$ cat config.mk
export PLATFORM = sky130hd
export DESIGN_NAME = glob_pattern_match_top_flat
export DESIGN_NICKNAME = d
export VERILOG_FILES = /design/src/design/gpm_pkg.sv /design/src/design/gpm_if.sv /design/src/design/glob_pattern_match_top.sv /design/src/flat_wrapper.sv
export SDC_FILE = /design/constraint.sdc
export NUM_CORES = 2
export LEC_CHECK = 0
export ABC_AREA = 1
export BUFFER_PORTS_ARGS = -buffer_cell sky130_fd_sc_hd__buf_2
export CORE_UTILIZATION = 47
export CTS_CLUSTER_SIZE = 30
export DETAILED_ROUTE_END_ITERATION = 7
export HOLD_SLACK_MARGIN = 0.15
export PLACE_DENSITY_LB_ADDON = 0.08
export RECOVER_POWER = 50
export SLEW_MARGIN = 20
export SYNTH_ARGS = -nofsm -noshare
export SYNTH_HDL_FRONTEND = slang
export SYNTH_SLANG_ARGS = --single-unit
export TNS_END_PERCENT = 50
$ cat constraint.sdc
create_clock -name i_clk -period 7.65 [get_ports i_clk]
set_input_delay 2.295 -clock i_clk [delete_from_list [all_inputs] [get_ports i_clk]]
set_output_delay 2.295 -clock i_clk [all_outputs]
set_load 0.02 [all_outputs]
$ cat src/design/gpm_pkg.sv
// Package for the glob pattern matcher: sizes, command codes and character codes.
// No dependencies.
package gpm_pkg;
    localparam int MAX_CHARS = 63;
    localparam int IDX_W = 6;
    localparam int LEN_W = 7;

    typedef logic [1:0] t_cmd;
    localparam t_cmd CMD_PAT  = 2'd0;
    localparam t_cmd CMD_NAME = 2'd1;
    localparam t_cmd CMD_EVAL = 2'd2;

    localparam logic CFG_CASE = 1'b0;
    localparam logic CFG_PATH = 1'b1;

    localparam logic [7:0] CH_STAR   = 8'd42;
    localparam logic [7:0] CH_QUERY  = 8'd63;
    localparam logic [7:0] CH_OPEN   = 8'd91;
    localparam logic [7:0] CH_CLOSE  = 8'd93;
    localparam logic [7:0] CH_DASH   = 8'd45;
    localparam logic [7:0] CH_BSLASH = 8'd92;
    localparam logic [7:0] CH_COLON  = 8'd58;
    localparam logic [7:0] CH_SLASH  = 8'd47;

    typedef struct packed {
        t_cmd       cmd;
        logic [7:0] char_value;
    } t_in_word;

    typedef struct packed {
        logic matched;
        logic truncated;
    } t_out_word;

    typedef struct packed {
        logic       index;
        logic [7:0] data;
    } t_cfg_word;
endpackage

$ cat src/design/gpm_if.sv
// Valid/ready channel interfaces for the glob pattern matcher.
// Depends on gpm_pkg.
interface gpm_in_if;
    logic              valid;
    logic              ready;
    gpm_pkg::t_in_word data;
    modport source (output valid, output data, input ready);
    modport sink   (input valid, input data, output ready);
endinterface

interface gpm_out_if;
    logic               valid;
    logic               ready;
    gpm_pkg::t_out_word data;
    modport source (output valid, output data, input ready);
    modport sink   (input valid, input data, output ready);
endinterface

interface gpm_cfg_if;
    logic               valid;
    logic               ready;
    gpm_pkg::t_cfg_word data;
    modport source (output valid, output data, input ready);
    modport sink   (input valid, input data, output ready);
endinterface

$ cat src/design/glob_pattern_match_top.sv
// Glob pattern matcher top level: string stores and the evaluation sequencer.
// Depends on gpm_pkg and the channel interfaces in gpm_if.sv.
//
// Usage. Input words carry a command and a character. Command 0 appends
// the character to the pattern, command 1 to the name; zero bytes are
// ignored and a full store drops the byte and sets the truncation flag.
// Command 2 evaluates and then clears both strings; it yields one output
// word with matched and truncated. Command 3 does nothing.
// An evaluate word is worked by a sequencer that reads pattern and name
// bytes from the stores and does one compare per step. Input ready is low
// while evaluating and while a result waits in the output register, so a
// stalled receiver holds off the input. Configuration writes (index 0
// case_sensitive, 1 path_mode) are always accepted. After reset both
// strings are empty, case_sensitive is 1 and path_mode 0.
module glob_pattern_match_top (
    input  logic      i_clk,
    input  logic      i_rst_n,
    gpm_in_if.sink    in_ch,
    gpm_out_if.source out_ch,
    gpm_cfg_if.sink   cfg_ch
);
    import gpm_pkg::*;

    localparam logic [3:0] S_IDLE  = 4'd0;
    localparam logic [3:0] S_FETCH = 4'd1;  // read pattern byte at p
    localparam logic [3:0] S_DISP  = 4'd2;  // decide by pattern byte
    localparam logic [3:0] S_SCAN  = 4'd3;  // star: find run end
    localparam logic [3:0] S_CMP   = 4'd4;  // star: compare pat[s+k]
    localparam logic [3:0] S_CMPN  = 4'd5;  // star: compare name[pos+k]
    localparam logic [3:0] S_SETN  = 4'd6;  // set: load name char
    localparam logic [3:0] S_SET   = 4'd7;  // set: walk elements
    localparam logic [3:0] S_SKIP  = 4'd8;  // set: skip to close
    localparam logic [3:0] S_LIT   = 4'd9;  // literal compare
    localparam logic [3:0] S_DONE  = 4'd10;

    logic [7:0] pat_mem  [MAX_CHARS];
    logic [7:0] name_mem [MAX_CHARS];

    logic [3:0]       r_state, n_state;
    logic [LEN_W-1:0] r_plen, r_nlen;
    logic             r_ovf, r_case, r_path;
    logic             r_out_valid, r_matched, r_trunc;
    logic             n_out_valid, n_matched;
    logic [LEN_W-1:0] r_p, n_p, r_n, n_n, r_s, n_s, r_pos, n_pos, r_k, n_k, r_f, n_f;
    logic [7:0]       r_c, n_c, r_nc, n_nc;
    logic [7:0]       r_w0, n_w0, r_w1, n_w1, r_w2, n_w2; // window pat[f..f+2]
    logic             r_found, n_found;
    logic [1:0]       r_wfill, n_wfill;

    // Read ports on pattern and name, addressed by the sequencer.
    logic [LEN_W-1:0] pa, na;
    logic [7:0]       pa_raw, na_raw;
    logic             pa_ok, na_ok;
    logic [7:0]       pv, nv;

    function automatic logic [7:0] fold_c(input logic [7:0] c, input logic cs);
        if (!cs && c >= 8'd97 && c <= 8'd122) begin
            return c - 8'd32;
        end
        return c;
    endfunction

    function automatic logic [7:0] map_c(input logic [7:0] c, input logic pm);
        if (pm && (c == CH_BSLASH || c == CH_COLON)) begin
            return CH_SLASH;
        end
        return c;
    endfunction

    logic acc_in;
    assign in_ch.ready  = (r_state == S_IDLE) && !r_out_valid;
    assign acc_in       = in_ch.valid && in_ch.ready;
    assign cfg_ch.ready = 1'b1;
    assign out_ch.valid = r_out_valid;
    assign out_ch.data  = '{matched: r_matched, truncated: r_trunc};

    // Reads are registered: the data appears in the cycle after the address.
    always_ff @(posedge i_clk) begin
        if (acc_in && in_ch.data.cmd == CMD_PAT && in_ch.data.char_value != 8'd0
            && r_plen < LEN_W'(MAX_CHARS)) begin
            pat_mem[r_plen[IDX_W-1:0]] <= in_ch.data.char_value;
        end
        if (acc_in && in_ch.data.cmd == CMD_NAME && in_ch.data.char_value != 8'd0
            && r_nlen < LEN_W'(MAX_CHARS)) begin
            name_mem[r_nlen[IDX_W-1:0]] <= in_ch.data.char_value;
        end
        pa_raw <= pat_mem[na < LEN_W'(MAX_CHARS) ? na[IDX_W-1:0] : '0];
        na_raw <= name_mem[pa < LEN_W'(MAX_CHARS) ? pa[IDX_W-1:0] : '0];
        pa_ok  <= na < r_plen;
        na_ok  <= pa < r_nlen;
    end
    // na addresses the pattern and pa the name.
    assign pv = pa_ok ? map_c(pa_raw, r_path) : 8'd0;
    assign nv = na_ok ? map_c(na_raw, r_path) : 8'd0;

    logic pv_end;
    assign pv_end = (pv == 8'd0) || (pv == CH_STAR) || (pv == CH_QUERY);

    always_comb begin
        n_state = r_state; n_p = r_p; n_n = r_n; n_s = r_s; n_pos = r_pos;
        n_k = r_k; n_f = r_f; n_c = r_c; n_nc = r_nc; n_found = r_found;
        n_w0 = r_w0; n_w1 = r_w1; n_w2 = r_w2; n_wfill = r_wfill;
        n_out_valid = r_out_valid; n_matched = r_matched;
        na = r_p; pa = r_n;
        if (r_out_valid && out_ch.ready) begin
            n_out_valid = 1'b0;
        end
        case (r_state)
            S_IDLE: begin
                if (acc_in && in_ch.data.cmd == CMD_EVAL) begin
                    n_p = '0; n_n = '0; na = '0;
                    n_state = S_FETCH;
                end
            end
            S_FETCH: begin
                na = r_p;
                n_state = S_DISP;
            end
            S_DISP: begin
                // pv is pat[p]; the pattern port has pat[p+1] on request.
                n_c = pv;
                if (pv == 8'd0) begin
                    n_matched = 1'b1; n_state = S_DONE;
                end else if (pv == CH_STAR) begin
                    n_p = r_p + LEN_W'(1); n_s = r_p + LEN_W'(1);
                    na = r_p + LEN_W'(1);
                    n_state = S_SCAN;
                end else if (pv == CH_QUERY) begin
                    n_p = r_p + LEN_W'(1); n_n = r_n + LEN_W'(1);
                    na = r_p + LEN_W'(1);
                    n_state = S_FETCH;
                end else if (pv == CH_OPEN) begin
                    n_state = S_SETN;
                    pa = r_n;
                    na = r_p + LEN_W'(1);
                end else begin
                    pa = r_n;
                    n_state = S_LIT;
                end
            end
            S_LIT: begin
                na = r_p;
                if (fold_c(r_c, r_case) != fold_c(nv, r_case)) begin
                    n_matched = 1'b0; n_state = S_DONE;
                end else begin
                    n_p = r_p + LEN_W'(1); n_n = r_n + LEN_W'(1);
                    na = r_p + LEN_W'(1);
                    n_state = S_FETCH;
                end
            end
            S_SCAN: begin
                if (pv_end) begin
                    if (r_p == r_s) begin
                        na = r_p; n_state = S_FETCH;
                    end else begin
                        n_pos = r_n; n_k = '0;
                        na = r_s; pa = r_n;
                        n_state = S_CMP;
                    end
                end else begin
                    n_p = r_p + LEN_W'(1); na = r_p + LEN_W'(1);
                end
            end
            S_CMP: begin
                // Run of length p-s at name pos; stop if it cannot fit.
                if (r_pos + (r_p - r_s) > r_nlen) begin
                    n_matched = 1'b0; n_state = S_DONE;
                end else if (r_k == r_p - r_s) begin
                    n_n = r_pos + r_k; na = r_p; n_state = S_FETCH;
                end else begin
                    n_c = pv; pa = r_pos + r_k; n_state = S_CMPN;
                end
            end
            S_CMPN: begin
                if (fold_c(r_c, r_case) == fold_c(nv, r_case)) begin
                    n_k = r_k + LEN_W'(1);
                    na = r_s + r_k + LEN_W'(1);
                end else begin
                    n_pos = r_pos + LEN_W'(1); n_k = '0; na = r_s;
                end
                n_state = S_CMP;
            end
            S_SETN: begin
                // pv = pat[p+1], nv = name[n]
                if (pv == CH_OPEN) begin
                    n_p = r_p + LEN_W'(1); na = r_p + LEN_W'(1);
                    n_state = S_FETCH;
                end else begin
                    n_nc = fold_c(nv, r_case);
                    n_found = 1'b0;
                    n_w0 = pv; n_f = r_p + LEN_W'(1);
                    n_wfill = 2'd1;
                    na = r_p + LEN_W'(2);
                    n_state = S_SET;
                end
            end
            S_SET: begin
                // Fill window w0..w2 plus lookahead pv = pat[f+wfill].
                if (r_wfill == 2'd1) begin
                    n_w1 = pv; n_wfill = 2'd2; na = r_f + LEN_W'(2);
                end else if (r_wfill == 2'd2) begin
                    n_w2 = pv; n_wfill = 2'd3; na = r_f + LEN_W'(3);
                end else begin
                    // w0=pat[f], w1=f+1, w2=f+2, pv=f+3
                    if (r_w0 == 8'd0 || r_found || (r_w0 == CH_CLOSE && r_w1 != CH_CLOSE)) begin
                        if (!r_found) begin
                            n_matched = 1'b0; n_state = S_DONE;
                        end else begin
                            na = r_f; n_state = S_SKIP;
                            n_wfill = 2'd0;
                        end
                    end else if (r_w1 == CH_DASH && r_w2 != 8'd0 &&
                                 (r_w2 != CH_CLOSE || pv == CH_CLOSE)) begin
                        if (r_nc >= fold_c(r_w0, r_case) && r_nc <= fold_c(r_w2, r_case)) begin
                            n_found = 1'b1;
                        end
                        n_f = r_f + LEN_W'(3);
                        n_w0 = pv; n_wfill = 2'd1; na = r_f + LEN_W'(4);
                    end else begin
                        if (fold_c(r_w0, r_case) == r_nc) begin
                            n_found = 1'b1;
                        end
                        n_f = r_f + LEN_W'(1);
                        n_w0 = r_w1; n_w1 = r_w2; n_w2 = pv;
                        na = r_f + LEN_W'(4);
                    end
                end
            end
            S_SKIP: begin
                // wfill 0: pv = pat[f]; then w0 = pat[f], pv = pat[f+1].
                if (r_wfill == 2'd0) begin
                    n_w0 = pv; n_wfill = 2'd1; na = r_f + LEN_W'(1);
                end else if (r_w0 != 8'd0 && (r_w0 != CH_CLOSE || pv == CH_CLOSE)) begin
                    n_f = r_f + LEN_W'(1); n_w0 = pv; na = r_f + LEN_W'(2);
                end else begin
                    n_p = r_f + LEN_W'(1); n_n = r_n + LEN_W'(1);
                    na = r_f + LEN_W'(1);
                    n_state = S_FETCH;
                end
            end
            S_DONE: begin
                n_out_valid = 1'b1;
                n_state = S_IDLE;
            end
            default: n_state = S_IDLE;
        endcase
    end

    always_ff @(posedge i_clk) begin
        if (!i_rst_n) begin
            r_state <= S_IDLE; r_plen <= '0; r_nlen <= '0; r_ovf <= 1'b0;
            r_case <= 1'b1; r_path <= 1'b0; r_out_valid <= 1'b0;
        end else begin
            r_state <= n_state;
            r_out_valid <= n_out_valid;
            if (cfg_ch.valid) begin
                if (cfg_ch.data.index == CFG_CASE) r_case <= cfg_ch.data.data[0];
                else r_path <= cfg_ch.data.data[0];
            end
            if (acc_in && in_ch.data.char_value != 8'd0) begin
                if (in_ch.data.cmd == CMD_PAT) begin
                    if (r_plen < LEN_W'(MAX_CHARS)) r_plen <= r_plen + LEN_W'(1);
                    else r_ovf <= 1'b1;
                end else if (in_ch.data.cmd == CMD_NAME) begin
                    if (r_nlen < LEN_W'(MAX_CHARS)) r_nlen <= r_nlen + LEN_W'(1);
                    else r_ovf <= 1'b1;
                end
            end
            if (r_state == S_DONE) begin
                r_plen <= '0; r_nlen <= '0; r_ovf <= 1'b0;
            end
        end
    end

    always_ff @(posedge i_clk) begin
        r_p <= n_p; r_n <= n_n; r_s <= n_s; r_pos <= n_pos; r_k <= n_k; r_f <= n_f;
        r_c <= n_c; r_nc <= n_nc; r_found <= n_found; r_w0 <= n_w0; r_w1 <= n_w1;
        r_w2 <= n_w2; r_wfill <= n_wfill;
        r_matched <= n_matched;
        if (r_state == S_DONE) r_trunc <= r_ovf;
    end
endmodule

$ cat src/flat_wrapper.sv
// flat-port wrapper written by rule: the top's interface ports become plain ports
module glob_pattern_match_top_flat import gpm_pkg::*;
  (i_clk, i_rst_n, in_ch_valid, in_ch_data, in_ch_ready, out_ch_valid, out_ch_data, out_ch_ready, cfg_ch_valid, cfg_ch_data, cfg_ch_ready);
  gpm_in_if in_ch_i ();
  gpm_out_if out_ch_i ();
  gpm_cfg_if cfg_ch_i ();
  input  logic i_clk;
  input  logic i_rst_n;
  input wire logic [$bits(in_ch_i.valid)-1:0] in_ch_valid;
  input wire logic [$bits(in_ch_i.data)-1:0] in_ch_data;
  output wire logic [$bits(in_ch_i.ready)-1:0] in_ch_ready;
  output wire logic [$bits(out_ch_i.valid)-1:0] out_ch_valid;
  output wire logic [$bits(out_ch_i.data)-1:0] out_ch_data;
  input wire logic [$bits(out_ch_i.ready)-1:0] out_ch_ready;
  input wire logic [$bits(cfg_ch_i.valid)-1:0] cfg_ch_valid;
  input wire logic [$bits(cfg_ch_i.data)-1:0] cfg_ch_data;
  output wire logic [$bits(cfg_ch_i.ready)-1:0] cfg_ch_ready;
  assign in_ch_i.valid = in_ch_valid;
  assign in_ch_i.data = in_ch_data;
  assign in_ch_ready = in_ch_i.ready;
  assign out_ch_valid = out_ch_i.valid;
  assign out_ch_data = out_ch_i.data;
  assign out_ch_i.ready = out_ch_ready;
  assign cfg_ch_i.valid = cfg_ch_valid;
  assign cfg_ch_i.data = cfg_ch_data;
  assign cfg_ch_ready = cfg_ch_i.ready;
  glob_pattern_match_top u_core (.i_clk(i_clk), .i_rst_n(i_rst_n), .in_ch(in_ch_i), .out_ch(out_ch_i), .cfg_ch(cfg_ch_i));
endmodule
==> impl_metrics.yaml <==
floorplan:
  die_area_mm2: 0.116
  start_util_pct: 47.6
  die_height_um: 340
  core_mm2: 0.113
  num_rows: 123
  io_pins: 29
  die_w_um: 340
timing:
  slew_headroom_pct: -148
  fin_skew_ns: 0.0388
  finalSetupViolations: 0
  worst_pin_slew_ns: 3.72
  fin_ws_ns: 0.635
  max_freq_ghz: 0.143
  fin_crit_sh_pct: 91.7
  maxSlewViolCount: 1006
  hold_viol: 0
  rsz0062_at_grt: "false"
  final.setup.tns_ns: 0
  min_period_ns: 7.02
finish:
  n_fill_cell: 10200
  finalNetCount: 5376
  n_antenna_cell: 0
  drive_above_1_share_pct: 6.23
  syn2layout_area_growth_pct: 9.43
cts:
  cts-root-buf: "clkbuf_16"
  holdBufCountCts: 0
  postCtsSetupBuffers: 0
  path_clk_slew_ns: 0.06
  clk_path_buf_depth: 3
  tritoncts: "yes"
  cts_resized: 0
  h-tree-depth: 3
  clkLatencyLatePin_ns: 0.74
  cts_buffers: 118
  cts.sinks: 1135
critical_path:
  reg2reg_to: "u_core.na_raw[3]"
  endpoint_kind: "flop"
  cpPeakStageDelay_ns: 2.12
  reg2reg_setup_slack_ns: 0.76
  crit_path_start_kind: "input pin"
  worstPathRequired_ns: 7.98
  cp_data_arrival_time_ns: 7.35
  crit_fanout: 57
  critical_path.slowest_cell: "clkbuf_1"
  critPathTopFamily: "simple AND/OR/NAND/NOR gates"
  cp_num_buf_inv: 1
  r2r_cells: 32
  timing.rr.start: "u_core.r_p[0]"
  path_class: "in -> reg"
  path_cells: "clkbuf_1 > nor4_1 > nand2_1 > nand2_1 > nor2_1 > nand4_1 > nor2_1"
place:
  io_buffers: 20
  gp_congestion: 0.908
  pre_cts_ws_ns: 0.774
  place_hpwl_um: 90500
pwr:
  power_density_mw_per_mm2: 321
  internal-power_mw: 11.9
  seqPwrFrac_pct: 37.6
  p_total_mw: 18.9
  p_sw_mw: 7.05
  swShare_pct: 37.3
  vdd_ir_drop_max_v: 0.000258
  power_frac_clock_pct: 29.0
  p_comb_share_pct: 33.4
  p_leak_nw: 23.2
drt:
  vias_per_cell: 5.50
  wirelength_um: 146000
  wl_per_cell_um: 21.2
  drtIter0Drc: 3590
  num_vias: 37700
  antenna_left: 0
  drc_errors: 0
  dr.pass1.iters: 6
yosys:
  avgSynthCellArea_um2: 10.1
  yosysUniqueCellTypes: 63
  synth.most_common_cell: "edfxtp_1"
  syn_area_mm2: 0.0538
  synth_area_leader_cell: "edfxtp_1"
  synth_flop_cell: "edfxtp_1"
  ys_seq_area_share_pct: 62.6
  synth_commonest_cells: "edfxtp_1 (1,095), nand2_1 (1,005), nand3_1 (759)"
  synth_top_cell_area_share_pct: 61.1
  synth_edf_count: 1095
  syn_inst: 5316
  synth-async-reset-ratio_pct: 0
  synth-seq-cells: 1135
  syn-num-nets: 5423
  ys_top_cells_by_area: "edfxtp_1 (61%), nand3_1 (7.1%), nand2_1 (7.0%)"
  yosysWarnings: 0
global_route:
  grt.met3_usage_pct: 3.36
  grt_pass1_wl_um: 219000
  grt_max_degree: 127
  gr-usage-all-layers_pct: 24.8
  grt_use_met1_pct: 36.1
  antenna_found_initial: 1
  met2_usage_pct: 39.1
  top_usage_layer: "met2"
  grt_pass1_vias: 35400
  gr-total-overflow: 0
run_status:
  violations: "max-capacitance violations, max-slew violations"
  outcome: "finished with violations"
worst_hold_path:
  hold_path.startpoint: "u_core.r_ovf"
  min_to: "u_core.r_trunc"
  min_path_cells: 0
  hp-class: "reg -> reg"
run:
  drv_cap: 19
==> power groups by stage <==
stage          registers, mW  clock network, mW  logic, mW
2_1_floorplan           7.14                  0       4.29
3_3_place_gp            7.23                  0       6.26
3_5_place_dp            7.23                  0       6.31
4_1_cts                 7.10               5.60       6.34
5_1_grt                 7.11               5.81       6.94
6_report                7.11               5.49       6.32
==> cells in the final DEF (no fill, tap or decap), types with 5 or more instances in the layout <==
cell type and count:
clkinv_1 51, bufinv_16 7, o21ai_1 41, a31oi_1 7, xor2_1 35, o2111ai_1 7
nor2_2 5, or2_2 52, o21bai_1 13, clkinv_2 14, clkbuf_2 5, nor4_1 6
o22ai_1 5, nor3_1 30, xnor2_1 13, ha_1 79, clkbuf_1 51, o221ai_1 6
nand2_1 1008, buf_4 48, a21oi_1 92, buf_12 18, o21ai_0 116, o21a_1 5
nand3_2 5, nand4_1 212, clkbuf_16 118, inv_1 694, dfxtp_1 40, buf_2 11
edfxtp_1 1095, o211ai_1 159, nand3_4 5, nand3_1 761, nor2_1 467, inv_2 15
==> cell type report <==
type | instances | area, um2 | share of cell area (%)
Multi-Input combinational cell | 3186 | 16100 | 27.3
Sequential cell | 1135 | 33700 | 57.2
Clock inverter | 68 | 573 | 0.973
Tap cell | 1500 | 1880 | 3.19
Timing Repair Buffer | 104 | 883 | 1.50
Clock buffer | 147 | 3060 | 5.20
Inverter | 724 | 2730 | 4.63
==> per-stage QoR <==
| stage | instance area [um2] | std cells | hold WS (ns) | util (%) |
|---|---|---|---|---|
| finish | 58900 | 6864 | 0.432 | 52.1 |
| global route | 58900 | 6864 | 0.440 | 52.1 |
| CTS | 59100 | 6864 | 0.435 | 52.3 |
| detailed placement | 55400 | 6649 | 0.420 | 49.1 |
| global placement | 55400 | 6649 | 0.417 | 49.1 |
| floorplan | 53800 | 5316 | 0.409 | - |
==> metal layers <==
layer,share of wire [%],vias up,routed length [um]
li1,-,18200,-
met1,46,18200,67100
met2,46,1108,66600
met3,5.7,218,8330
met4,2.6,0,3760
met5,0,-,0
==> how the worst max path moves through the flow <==
stage	startpoint	to	slack [ns]	depth (start not counted)
after floorplan	u_core.r_p[0]	u_core.na_raw[1]	2.36	35
after global placement	u_core.r_p[0]	u_core.na_raw[3]	0.83	32
after detailed placement	u_core.r_p[0]	u_core.na_raw[3]	0.77	32
after CTS	u_core.r_p[0]	u_core.na_raw[3]	0.78	32
after global routing	u_core.r_p[0]	u_core.na_raw[3]	0.09	36
final	in_ch_data[3]	u_core.pat_mem[41][7]	0.63	7
==> logic make-up after synthesis <==
kind of cell             Yosys count  synth area share, %
multiplexers                       1               0.0209
AND/OR/NAND/NOR                 2570                 21.4
XOR/XNOR                          49                0.811
other                              1              0.00697
flip-flops                      1135                 62.6
adder cells (fa/ha/maj)           83                 1.99
buffers and inverters            995                 7.54
AO/OA/AOI/OAI                    482                 5.65
==> worst reg2reg max path: cells and delay by family (launching register included) <==
| family | cells | cell delay (ns) |
|---|---|---|
| simple gates | 15 | 1.95 |
| compound gates | 5 | 1.18 |
| flops | 1 | 0.75 |
| xor+xnor | 2 | 0.30 |
| fa+ha+maj | 4 | 1.26 |
| buf+inv | 6 | 1.33 |
No activity file was read; power rests on OpenSTA's default activity.
